==> src/hdl/assert_macros.svh <==
// Assertion helper macros for the timer wheel RTL.
`ifndef ASSERT_MACROS_SVH
`define ASSERT_MACROS_SVH
// Concurrent assertion with asynchronous reset disable.
`define ASSERT_CLK(label, clk, rst_n, prop, msg) \
	label: assert property (@(posedge clk) disable iff (!rst_n) (prop)) else $error(msg);
// Implication form.
`define ASSERT_IMPL(label, clk, rst_n, pre, post, msg) \
	label: assert property (@(posedge clk) disable iff (!rst_n) (pre) |-> (post)) else $error(msg);
`endif

==> src/hdl/htw_pkg.sv <==
// ---------------------------------------------------------------------------
// htw_pkg
// Types and constants shared by the hierarchical timer wheel.
// ---------------------------------------------------------------------------
`default_nettype none
package htw_pkg;
	localparam int TimerCount  = 32;
	localparam int WheelLevels = 4;
	localparam int LevelBits   = 8;
	localparam int IdW         = 5;
	localparam int MaxResults  = 32;

	typedef logic [1:0] func_t;
	localparam func_t FUNC_TICK   = 2'd0;
	localparam func_t FUNC_ARM    = 2'd1;
	localparam func_t FUNC_CANCEL = 2'd2;
	localparam func_t FUNC_SKIP   = 2'd3;

	typedef logic [1:0] stat_t;
	localparam stat_t ST_IDLE    = 2'd0;
	localparam stat_t ST_PENDING = 2'd1;
	localparam stat_t ST_WHEEL   = 2'd2;

	typedef struct packed {
		logic [31:0] expire;
		logic [9:0]  bidx;
		stat_t       stat;
		logic        fresh;
		logic        periodic;
		logic [30:0] interval;
	} slot_t;

	typedef struct packed {
		logic [1:0]  func;
		logic [4:0]  timer_id;
		logic [30:0] amount;
		logic        repeat_req;
		logic [30:0] period;
	} in_t;

	typedef struct packed {
		logic [4:0] fired_id;
		logic       late;
		logic       last;
	} out_t;
endpackage
`default_nettype wire

==> src/hdl/htw_if.sv <==
// ---------------------------------------------------------------------------
// htw_if
// Valid/ready channel carrying one payload item.
// ---------------------------------------------------------------------------
`default_nettype none
interface htw_in_if;
	logic valid;
	logic ready;
	htw_pkg::in_t data;
	modport source (output valid, output data, input ready);
	modport sink (input valid, input data, output ready);
endinterface

interface htw_out_if;
	logic valid;
	logic ready;
	htw_pkg::out_t data;
	modport source (output valid, output data, input ready);
	modport sink (input valid, input data, output ready);
endinterface
`default_nettype wire

==> src/hdl/htw_ram.sv <==
// ---------------------------------------------------------------------------
// htw_ram
// Generic single-port RAM, registered read.
// ---------------------------------------------------------------------------
`default_nettype none
module htw_ram #(
	parameter int Width = 8,
	parameter int Depth = 32
) (
	input  wire logic                     clk,
	input  wire logic                     we,
	input  wire logic [$clog2(Depth)-1:0] addr,
	input  wire logic [Width-1:0]         wdata,
	output logic      [Width-1:0]         rdata
);
	logic [Width-1:0] mem_q [Depth];
	always_ff @(posedge clk) begin
		if (we) mem_q[addr] <= wdata;
		rdata <= mem_q[addr];
	end
endmodule
`default_nettype wire

==> src/hdl/htw_slot_unit.sv <==
// ---------------------------------------------------------------------------
// htw_slot_unit
// Shared per-slot update: one timer slot examined per call.
// ---------------------------------------------------------------------------
`default_nettype none
module htw_slot_unit (
	input  wire logic [1:0]        func,
	input  wire logic [31:0]       clk_now,
	input  wire logic [30:0]       amount,
	input  wire logic [3:0]        rel,
	input  wire logic [31:0]       ridx,
	input  wire logic              full,
	input  wire htw_pkg::slot_t    sin,
	output htw_pkg::slot_t         sout,
	output logic                   fire,
	output logic                   late
);
	logic [31:0] rem;
	logic        cand;
	logic [1:0]  bl;
	logic [1:0]  lvl;
	logic [7:0]  bsel;

	always_comb begin
		rem  = sin.expire - clk_now;
		bl   = sin.bidx[9:8];
		cand = (sin.stat == htw_pkg::ST_PENDING) ||
			(sin.stat == htw_pkg::ST_WHEEL && rel[bl] &&
			 sin.bidx[7:0] == ridx[8*bl +: 8]);
		lvl = 2'd0;
		if (!rem[31] && rem > 32'd256) lvl = 2'd1;
		if (!rem[31] && rem > 32'd65536) lvl = 2'd2;
		if (!rem[31] && rem > 32'h0100_0000) lvl = 2'd3;
		bsel = sin.expire[8*lvl +: 8];
		sout = sin;
		fire = 1'b0;
		late = 1'b0;
		if (func == htw_pkg::FUNC_TICK) begin
			if (cand) begin
				if (!rem[31] && rem != 32'd0) begin
					sout.bidx  = {lvl, bsel};
					sout.stat  = htw_pkg::ST_WHEEL;
					sout.fresh = 1'b0;
				end else if (full) begin
					sout.stat = htw_pkg::ST_PENDING;
				end else begin
					fire = 1'b1;
					late = !sin.fresh && rem[31];
					if (sin.periodic) begin
						sout.expire = clk_now + {1'b0, sin.interval};
						sout.stat   = htw_pkg::ST_PENDING;
						sout.fresh  = 1'b1;
					end else begin
						sout.stat  = htw_pkg::ST_IDLE;
						sout.fresh = 1'b0;
					end
				end
			end
		end else if (sin.stat == htw_pkg::ST_WHEEL) begin
			// skip ahead
			if ($signed(rem) < $signed({1'b0, amount}))
				sout.expire = clk_now + {1'b0, amount};
			sout.stat  = htw_pkg::ST_PENDING;
			sout.fresh = 1'b0;
		end
	end
endmodule
`default_nettype wire

==> src/hdl/hierarchical_timer_wheel_top.sv <==
// ---------------------------------------------------------------------------
// hierarchical_timer_wheel_top: 32-slot, four-level timer wheel, one slot per RAM pass.
// Tick and nonzero skip sweep every slot: RAM read (S_WAIT), then update and write-back
// (S_UPD); each fired item passes S_OUT, held there while out.ready is low. Arm, cancel:
// one slot. A new item is taken only in S_IDLE. Reset clears the clock and sweeps the RAM
// to idle, during which no item is accepted.
// ---------------------------------------------------------------------------
`default_nettype none
`include "assert_macros.svh"
module hierarchical_timer_wheel_top (
	input  wire logic  clk,
	input  wire logic  arst_n,
	htw_in_if.sink     in,
	htw_out_if.source  out
);
	localparam int SlotW = $bits(htw_pkg::slot_t);

	typedef enum logic [2:0] {S_CLEAR, S_IDLE, S_READ, S_WAIT, S_UPD, S_OUT} state_t;
	state_t state_q;

	htw_pkg::in_t   req_q;
	logic [31:0]    clk_q;
	logic [4:0]     idx_q;
	logic [5:0]     nfire_q;
	logic [3:0]     rel_q;
	logic           any_q;
	logic           pend_q;
	htw_pkg::out_t  hold_q;
	logic           we;
	logic [4:0]     addr;
	htw_pkg::slot_t wdata, rdata, uout;
	logic           fire, late;
	logic [31:0]    ncl;
	logic [3:0]     nrel;
	logic [31:0]    rem;
	logic           shorter;

	htw_ram #(.Width(SlotW), .Depth(htw_pkg::TimerCount)) u_ram (
		.clk(clk), .we(we), .addr(addr), .wdata(wdata), .rdata(rdata)
	);

	htw_slot_unit u_unit (
		.func(req_q.func), .clk_now(clk_q), .amount(req_q.amount), .rel(rel_q),
		.ridx(clk_q), .full(nfire_q == 6'(htw_pkg::MaxResults)), .sin(rdata),
		.sout(uout), .fire(fire), .late(late)
	);

	always_comb begin
		ncl  = clk_q + 32'd1;
		nrel = 4'b0001;
		if (ncl[7:0] == 8'd0) nrel[1] = 1'b1;
		if (ncl[15:0] == 16'd0) nrel[2] = 1'b1;
		if (ncl[23:0] == 24'd0) nrel[3] = 1'b1;
		rem = rdata.expire - clk_q;
		shorter = $signed({1'b0, req_q.amount}) < $signed(rem);
	end

	always_comb begin
		we    = 1'b0;
		addr  = idx_q;
		wdata = uout;
		if (state_q == S_CLEAR) begin
			we    = 1'b1;
			wdata = '0;
		end else if (state_q == S_UPD) begin
			if (req_q.func == htw_pkg::FUNC_ARM) begin
				we = 1'b1;
				wdata = rdata;
				wdata.expire   = clk_q + {1'b0, req_q.amount};
				wdata.periodic = req_q.repeat_req;
				wdata.interval = req_q.period;
				if (!(rdata.stat == htw_pkg::ST_PENDING || rdata.stat == htw_pkg::ST_WHEEL)
					|| shorter) begin
					wdata.stat  = htw_pkg::ST_PENDING;
					wdata.fresh = 1'b1;
				end
			end else if (req_q.func == htw_pkg::FUNC_CANCEL) begin
				we = 1'b1;
				wdata = rdata;
				wdata.stat  = htw_pkg::ST_IDLE;
				wdata.fresh = 1'b0;
			end else begin
				we = 1'b1;
			end
		end
	end

	assign in.ready = (state_q == S_IDLE);

	always_ff @(posedge clk or negedge arst_n) begin
		if (!arst_n) begin
			state_q   <= S_CLEAR;
			clk_q     <= '0;
			idx_q     <= '0;
			nfire_q   <= '0;
			rel_q     <= '0;
			any_q     <= 1'b0;
			pend_q    <= 1'b0;
			out.valid <= 1'b0;
			req_q     <= '0;
			hold_q    <= '0;
			out.data  <= '0;
		end else begin
			case (state_q)
				S_CLEAR: begin
					idx_q <= idx_q + 5'd1;
					if (idx_q == 5'(htw_pkg::TimerCount - 1)) state_q <= S_IDLE;
				end
				S_IDLE: begin
					if (in.valid) begin
						req_q   <= in.data;
						nfire_q <= '0;
						any_q   <= 1'b0;
						pend_q  <= 1'b0;
						if (in.data.func == htw_pkg::FUNC_TICK) begin
							clk_q <= ncl;
							rel_q <= nrel;
							idx_q <= '0;
							state_q <= S_WAIT;
						end else if (in.data.func == htw_pkg::FUNC_SKIP) begin
							idx_q <= '0;
							if (in.data.amount != 31'd0) state_q <= S_WAIT;
						end else begin
							idx_q <= in.data.timer_id;
							state_q <= S_WAIT;
						end
					end
				end
				S_WAIT: state_q <= S_UPD;
				S_UPD: begin
					// hold each fired item; the held one goes out once the next is known
					if (fire) begin
						nfire_q <= nfire_q + 6'd1;
						hold_q  <= '{fired_id: idx_q, late: late, last: 1'b0};
					end
					if (req_q.func == htw_pkg::FUNC_ARM || req_q.func == htw_pkg::FUNC_CANCEL)
						state_q <= S_IDLE;
					else if (idx_q == 5'(htw_pkg::TimerCount - 1)) begin
						if (req_q.func == htw_pkg::FUNC_SKIP) begin
							clk_q   <= clk_q + {1'b0, req_q.amount};
							state_q <= S_IDLE;
						end else if (fire || pend_q) begin
							any_q     <= 1'b1;
							state_q   <= S_OUT;
							out.valid <= 1'b1;
							if (fire && pend_q) begin
								out.data <= hold_q;
							end else begin
								out.data <= '{fired_id: fire ? idx_q : hold_q.fired_id,
									late: fire ? late : hold_q.late, last: 1'b1};
								pend_q   <= 1'b0;
							end
						end else state_q <= S_IDLE;
					end else begin
						idx_q <= idx_q + 5'd1;
						if (fire && pend_q) begin
							out.data  <= hold_q;
							out.valid <= 1'b1;
							state_q   <= S_OUT;
						end else begin
							if (fire) pend_q <= 1'b1;
							state_q <= S_WAIT;
						end
					end
				end
				S_OUT: begin
					if (out.ready || !out.valid) begin
						if (any_q && pend_q) begin
							out.data  <= '{fired_id: hold_q.fired_id, late: hold_q.late,
								last: 1'b1};
							out.valid <= 1'b1;
							pend_q    <= 1'b0;
						end else begin
							out.valid <= 1'b0;
							state_q   <= any_q ? S_IDLE : S_WAIT;
						end
					end
				end
				default: state_q <= S_IDLE;
			endcase
		end
	end

	`ASSERT_IMPL(a_busy_not_ready, clk, arst_n, state_q != S_IDLE, !in.ready,
		"ready while busy")
	`ASSERT_IMPL(a_out_only_tick, clk, arst_n, out.valid, req_q.func == htw_pkg::FUNC_TICK,
		"result from non-tick item")
	`ASSERT_IMPL(a_fire_cap, clk, arst_n, state_q == S_UPD,
		nfire_q <= 6'(htw_pkg::MaxResults), "too many results")
endmodule
`default_nettype wire

==> src/flat_wrapper.sv <==
// flat-port wrapper written by rule: the top's interface ports become plain ports
module hierarchical_timer_wheel_top_flat 
  (clk, arst_n, in_valid, in_data, in_ready, out_valid, out_data, out_ready);
  htw_in_if in_i ();
  htw_out_if out_i ();
  input  wire logic clk;
  input  wire logic arst_n;
  input wire logic [$bits(in_i.valid)-1:0] in_valid;
  input wire logic [$bits(in_i.data)-1:0] in_data;
  output wire logic [$bits(in_i.ready)-1:0] in_ready;
  output wire logic [$bits(out_i.valid)-1:0] out_valid;
  output wire logic [$bits(out_i.data)-1:0] out_data;
  input wire logic [$bits(out_i.ready)-1:0] out_ready;
  assign in_i.valid = in_valid;
  assign in_i.data = in_data;
  assign in_ready = in_i.ready;
  assign out_valid = out_i.valid;
  assign out_data = out_i.data;
  assign out_i.ready = out_ready;
  hierarchical_timer_wheel_top u_core (.clk(clk), .arst_n(arst_n), .in(in_i), .out(out_i));
endmodule
==> config.mk <==
export PLATFORM = sky130hd
export DESIGN_NAME = hierarchical_timer_wheel_top_flat
export DESIGN_NICKNAME = d
export VERILOG_FILES = /design/src/hdl/htw_pkg.sv /design/src/hdl/htw_if.sv /design/src/hdl/htw_ram.sv /design/src/hdl/htw_slot_unit.sv /design/src/hdl/hierarchical_timer_wheel_top.sv /design/src/flat_wrapper.sv
export VERILOG_INCLUDE_DIRS = /design/src /design/src/hdl
export SDC_FILE = /design/constraint.sdc
export NUM_CORES = 2
export LEC_CHECK = 0
export ABC_CLOCK_PERIOD_IN_PS = 5800
export CORE_ASPECT_RATIO = 1.2
export CORE_MARGIN = 8
export CORE_UTILIZATION = 57
export CTS_CLUSTER_SIZE = 28
export DETAILED_ROUTE_END_ITERATION = 16
export DONT_BUFFER_PORTS = 1
export PLACE_DENSITY = 0.73
export SETUP_SLACK_MARGIN = 0.1
export SLEW_MARGIN = 10
export SYNTH_ARGS = -nofsm -noshare
export SYNTH_HDL_FRONTEND = slang
export SYNTH_SLANG_ARGS = --single-unit
==> constraint.sdc <==
create_clock -name clk -period 5.8 [get_ports clk]
set_clock_uncertainty 0.1 [all_clocks]
set_input_delay 1.45 -clock clk [delete_from_list [all_inputs] [get_ports clk]]
set_output_delay 1.45 -clock clk [all_outputs]
set_load 0.02 [all_outputs]
== After elaboration in Yosys (flattened, before gate mapping) ==
Memory sizes are Yosys's and may differ from the RTL's. A register that Yosys moved wholly into a read port is not among the register bits.
Index checks and enable logic that the tools add are counted.
Word-level totals
  input port bits: 74
  memories kept: 1
  RAM bits: 2464
  register bits: 131
  word-level logic and storage cells: 209
Operators by class
  $lt $le $gt $ge: 6
  $add $sub $neg: 6
  shift-type cells: 2
  equal/unequal tests: 33
  mux-type cells: 102
  reductions and logical operators: 42
Memories
  u_core.u_ram.mem_q: words 32, width 77, read ports 1, clocked after Yosys merged registers in 1, write ports 1, RTL line htw_ram.sv:16  | logic [Width-1:0] mem_q [Depth];
Operators with widths (count)
  $mux 32: 11
  $mux 77: 4
  $add 32x31->32: 2
  $lt 32x32->1: 2
  $pmux 32 s2: 1
  $shiftx 32x6->8: 2
  $mux 7: 8
  $mux 3: 16
  $mux 45: 1
  $mux 1: 38
  $add 32x1->32 const B: 1
  $gt 32x17->1 const B: 1
  $gt 32x25->1 const B: 1
  $gt 32x9->1 const B: 1
  $reduce_bool 32->1: 1
  $sub 32x32->32: 1
  $reduce_bool 31->1: 1
  $mux 5: 6
  $logic_not 24->1: 1
  $mux 10: 2
  $ne 2x2->1 const B: 9
  $reduce_and 6->1: 3
  $logic_not 16->1: 1
  $pmux 3 s5: 1
  38 further kinds: 76

== Longest topological paths before layout ==
  depth in word-level cells: 14
  depth in mapped cells: 27

== Hierarchy ==
From an unflattened synthesis, not the netlist that was laid out.
Second synthesis, totals
  cell total of the unflattened synthesis: 7608
  area total of the unflattened synthesis: 114820.1 um^2
Modules (own cells, without submodules)
  htw_ram: instances 1, cells each 4967, area an instance 94685.8 um^2, seq. area each 75532.4 um^2
  hierarchical_timer_wheel_top: instances 1, cells each 1523, area an instance 12239.2 um^2, seq. area each 3278.1 um^2
  htw_slot_unit: instances 1, cells each 1118, area an instance 7895.1 um^2, seq. area each 0.0 um^2

== Worst setup path before layout ==
Ideal clock, no wire load.
  path kind: register to register
  start: register u_core.clk_q[6]
  end: memory u_core.u_ram.mem_q[0][53] (netlist name) (data pin)
  stages on the path, launching flop included: 26
  arrival time: 5.871 ns
  path slack: -0.625 ns
  clock period less this slack: 6.425 ns
  data required time: 5.246 ns
  path buffers: 4
  cells stage by stage: dfrtp_1 -> clkbuf_1 -> inv_1 -> ha_1 -> clkbuf_1 -> nand2_1 -> nor3b_1 -> a21boi_2 -> o211a_1 -> o31a_1 -> nor2_1 -> o311ai_1 -> inv_1 -> ha_1 -> nand4_1 -> nor2_1 -> inv_1 -> nor2_1 -> and4_1 -> nand2_1 -> o311a_1 -> buf_2 -> buf_2 -> mux2i_1 -> mux2_2 -> o21ai_0
Between the ends
  longest elaborated chain between the ends: 10
Ends and longest elaborated chain
  start, declared: RTL line hierarchical_timer_wheel_top.sv:22  | logic [31:0] clk_q;
  start signal, assigned: RTL line hierarchical_timer_wheel_top.sv:116  | clk_q <= ncl;
  start signal, assigned: RTL line hierarchical_timer_wheel_top.sv:140  | clk_q <= clk_q + {1'b0, req_q.amount};
  parallel branches: the longest is 8 deep, another holds $sub 32x32->32
  $mux 77 *: RTL line hierarchical_timer_wheel_top.sv:65  | end else if (state_q == S_UPD) begin
  $mux 77 *: RTL line hierarchical_timer_wheel_top.sv:62  | if (state_q == S_CLEAR) begin
  named net u_core.u_ram.wdata[53]: RTL line htw_ram.sv:13  | input wire logic [Width-1:0] wdata,
  end, declared: RTL line htw_ram.sv:16
Mark *: on every way through the listed nets, which the timed path passes.

== Worst setup path in the final report ==
  start: register u_core.clk_q[7]
  end: memory u_core.u_ram.mem_q[1][65] (netlist name) (data pin)
The elaborated chain is that of the path after synthesis.

==> results.json <==
{
  "antenna_found_initial": 14,
  "multi_input_area_um2": 29700,
  "holdWs_ns": 0.122,
  "status": "completed",
  "initial_core_util": 0.574,
  "drt_wl_total_um": 335000,
  "die_h_um": 495,
  "clkSinkCount": 2672,
  "yosysTopAreaCellShare": 0.680,
  "setup_tns_ns": 0,
  "clk_latency_ns": 0.94,
  "crit_required_ns": 6.31,
  "critical-path-max-stage-delay_ns": 0.43,
  "initialDrtViolationCount": 9672,
  "grt_pass1_wl_um": 468000,
  "fmax_mhz": 181,
  "synth_cell_types": 96,
  "clkTransAtPathRegs_ns": 0.07,
  "period_share": 0.953,
  "grt_max_degree": 132,
  "critPathKind": "flip-flop to flip-flop",
  "fin_nets": 6440,
  "cap_violations": 0,
  "syn_area_per_cell_um2": 18.5,
  "gp_congestion": 1.00,
  "drc": 0,
  "finalSetupViolCount": 0,
  "holdCritPathClass": "input port to async pin",
  "io_buffers": 0,
  "drtAntennaViolNets": 0,
  "layout.cells.non_filler": 8926,
  "firstDrtPassIters": 6,
  "wl_per_cell_um": 37.5,
  "grtUsageTotal": 0.320,
  "cp-start-kind": "flip-flop",
  "tightest_slew_ns": 1.33,
  "ctsHoldBuffers": 0,
  "syn-cell-area_um2": 109000,
  "peakVddDrop_mv": 0.612,
  "power_mw": 76.3,
  "synth_area_leaders": "edfxtp_1 68%, mux4_2 13%, dfrtp_1 3.0%, a22oi_1 2.2%, ha_1 1.6%",
  "yosys_warnings": 0,
  "post-route-min-period_ns": 5.53,
  "relSlewSlack": 0.115,
  "rsz0062_at_grt": "false",
  "synth-seq-area-share": 0.724,
  "synth_nets": 6096,
  "syn_inst": 5880,
  "powerDensity_nw_per_um2": 613,
  "n_fill_cell": 12300,
  "path_buf_inv": 6,
  "htree_num_levels": 4,
  "arrival_ns": 6.04,
  "final_util": 0.657,
  "die_x_um": 415,
  "r2r_cells": 24,
  "via_per_inst": 7.08,
  "gr-total-overflow": 0,
  "place_inst": 8403,
  "root_buffer": "clkbuf_16",
  "dp_hpwl_um": 184000,
  "cts_buffer_depth": 3,
  "synth_largest_area_cell": "edfxtp_1",
  "setup_slack_ns": 0.272,
  "r2r_end": "u_core.u_ram.mem_q[1][65]",
  "synth_edf_count": 2464,
  "final-seq-area_um2": 78800,
  "slew_viol_final": 0,
  "area.growth.synth_to_final_pct": 14.4,
  "fin_area_um2": 124000,
  "cts_tree": "yes",
  "rrSetupSlack_ns": 0.27,
  "p_leak_nw": 41.3,
  "end_kind": "flip-flop",
  "r2r-start": "u_core.clk_q[7]",
  "vias": 63200,
  "cts_buffers": 239,
  "drive_gt1_frac": 0.250,
  "grt_pass1_vias": 62300,
  "dpl_cell_area_um2": 115000,
  "critical-path-top-delay-family": "compound AO/OA/AOI/OAI gates",
  "async_reset_ff_frac": 0.0490,
  "worstPathMaxFanout": 32,
  "core.rowCount": 175,
  "fp.coreArea_um2": 190000,
  "synth_seq_cells": 2672,
  "dieArea_um2": 205000,
  "final-hold-violation-count": 0,
  "synth_ff_type": "edfxtp_1",
  "ios": 83,
  "pre_cts_slack_ns": -0.548,
  "crit_path_top_delay_cell": "a2111oi_0",
  "crit_chain": "inv_1 -> ha_1 -> buf_4 -> and3_1 -> o21a_1 -> o21ai_1 -> o211a_1 -> o211ai_1 -> a21oi_1 -> or2_2 -> ha_1 -> a21o_1 -> a21o_1 -> a21oi_1 -> o21ai_0 -> a21oi_1 -> nand4b_1 -> o311a_4 -> buf_12 -> buf_4 -> a2111oi_0 -> buf_4 -> nor3_2 -> buf_12",
  "worst-path-stages": 24
}
## area by class of cell
type | count | share of cell area
antenna | 6 | 0.000121
clock buffer | 312 | 0.0521
clock inverter | 147 | 0.0137
inverter | 86 | 0.00259
multi-input combinational | 2822 | 0.239
sequential | 2672 | 0.633
tap | 2478 | 0.0249
timing repair buffer | 403 | 0.0345
## repair_timing
| item | CTS | global route |
|---|---|---|
| resized for setup | 24 | 11 |
| gates cloned | 14 | 0 |
| pin swaps | 20 | 10 |
| setup buffers | 29 | 13 |
| endpoints found under the setup margin | 992 | 956 |
## state kept, by name, summed over array words and instances, names as in the netlist
name,flops
u_core.clk_q,32
u_core.hold_q,6
u_core.addr,5
u_core.req_q,65
u_core.rel_q,4
u_core.out.data,7
u_core.u_ram.mem_q,2464
u_core.nfire_q,6
u_core.state_q,3
u_core.pend_q,1
u_core.any_q,1
u_core.out.valid,1
u_core.u_ram.rdata,77
## layout by cell type, fill, tap and decap left out, types with 60 or more instances in the layout
cell type and n:
edfxtp_1 2464, mux4_2 626, nand2_1 376, a22oi_1 321, buf_4 300, clkbuf_16 239
a21oi_1 180, ha_1 139, nor2_1 137, dfrtp_1 129, o21ai_0 106, buf_12 101
nand4_1 100, inv_1 86, dfxtp_1 77, nand3_1 60
## layer usage
metal,part of all wire,vias to the layer above,track usage
li1,-,25000,-
met1,0.35,32700,0.424
met2,0.47,4641,0.514
met3,0.11,856,0.0666
met4,0.058,14,0.153
met5,0.00027,-,0
## logic make-up after synthesis
kind of cell             synth area share
AO/OA/AOI/OAI                      0.0606
XOR/XNOR                          0.00729
adder cells (fa/ha/maj)            0.0165
buffers and inverters              0.0144
AND/OR/NAND/NOR                    0.0394
multiplexers                        0.137
flip-flops                          0.724
## worst max path at each step
stage                           startpoint  slack [ns]                         end
floorplan                  u_core.clk_q[6]        0.18   u_core.u_ram.mem_q[0][65]
global placement    u_core.u_ram.rdata[45]       -0.57  u_core.u_ram.mem_q[28][45]
global route               u_core.clk_q[7]        0.08   u_core.u_ram.mem_q[1][65]
detailed placement  u_core.u_ram.rdata[45]       -0.55  u_core.u_ram.mem_q[29][45]
finish                     u_core.clk_q[7]        0.27   u_core.u_ram.mem_q[1][65]
CTS                 u_core.u_ram.rdata[45]        0.12  u_core.u_ram.mem_q[11][67]
## cell usage after synthesis, types with 55 or more instances
cell type	n
nand3_1	60
xnor2_1	57
nand2_1	379
o21ai_0	109
nand4_1	100
clkbuf_1	226
edfxtp_1	2464
a21oi_1	213
mux4_2	626
mux2i_1	55
a22oi_1	322
nor2_1	175
dfrtp_1	131
buf_1	62
inv_1	86
dfxtp_1	77
ha_1	139
## power by group
part | switching, mW | internal (mW) | total, mW
registers | 1.43 | 27.2 | 28.6
logic | 19.2 | 12.1 | 31.3
clock network | 7.29 | 9.07 | 16.4
Power figures use the tool's default switching activity.
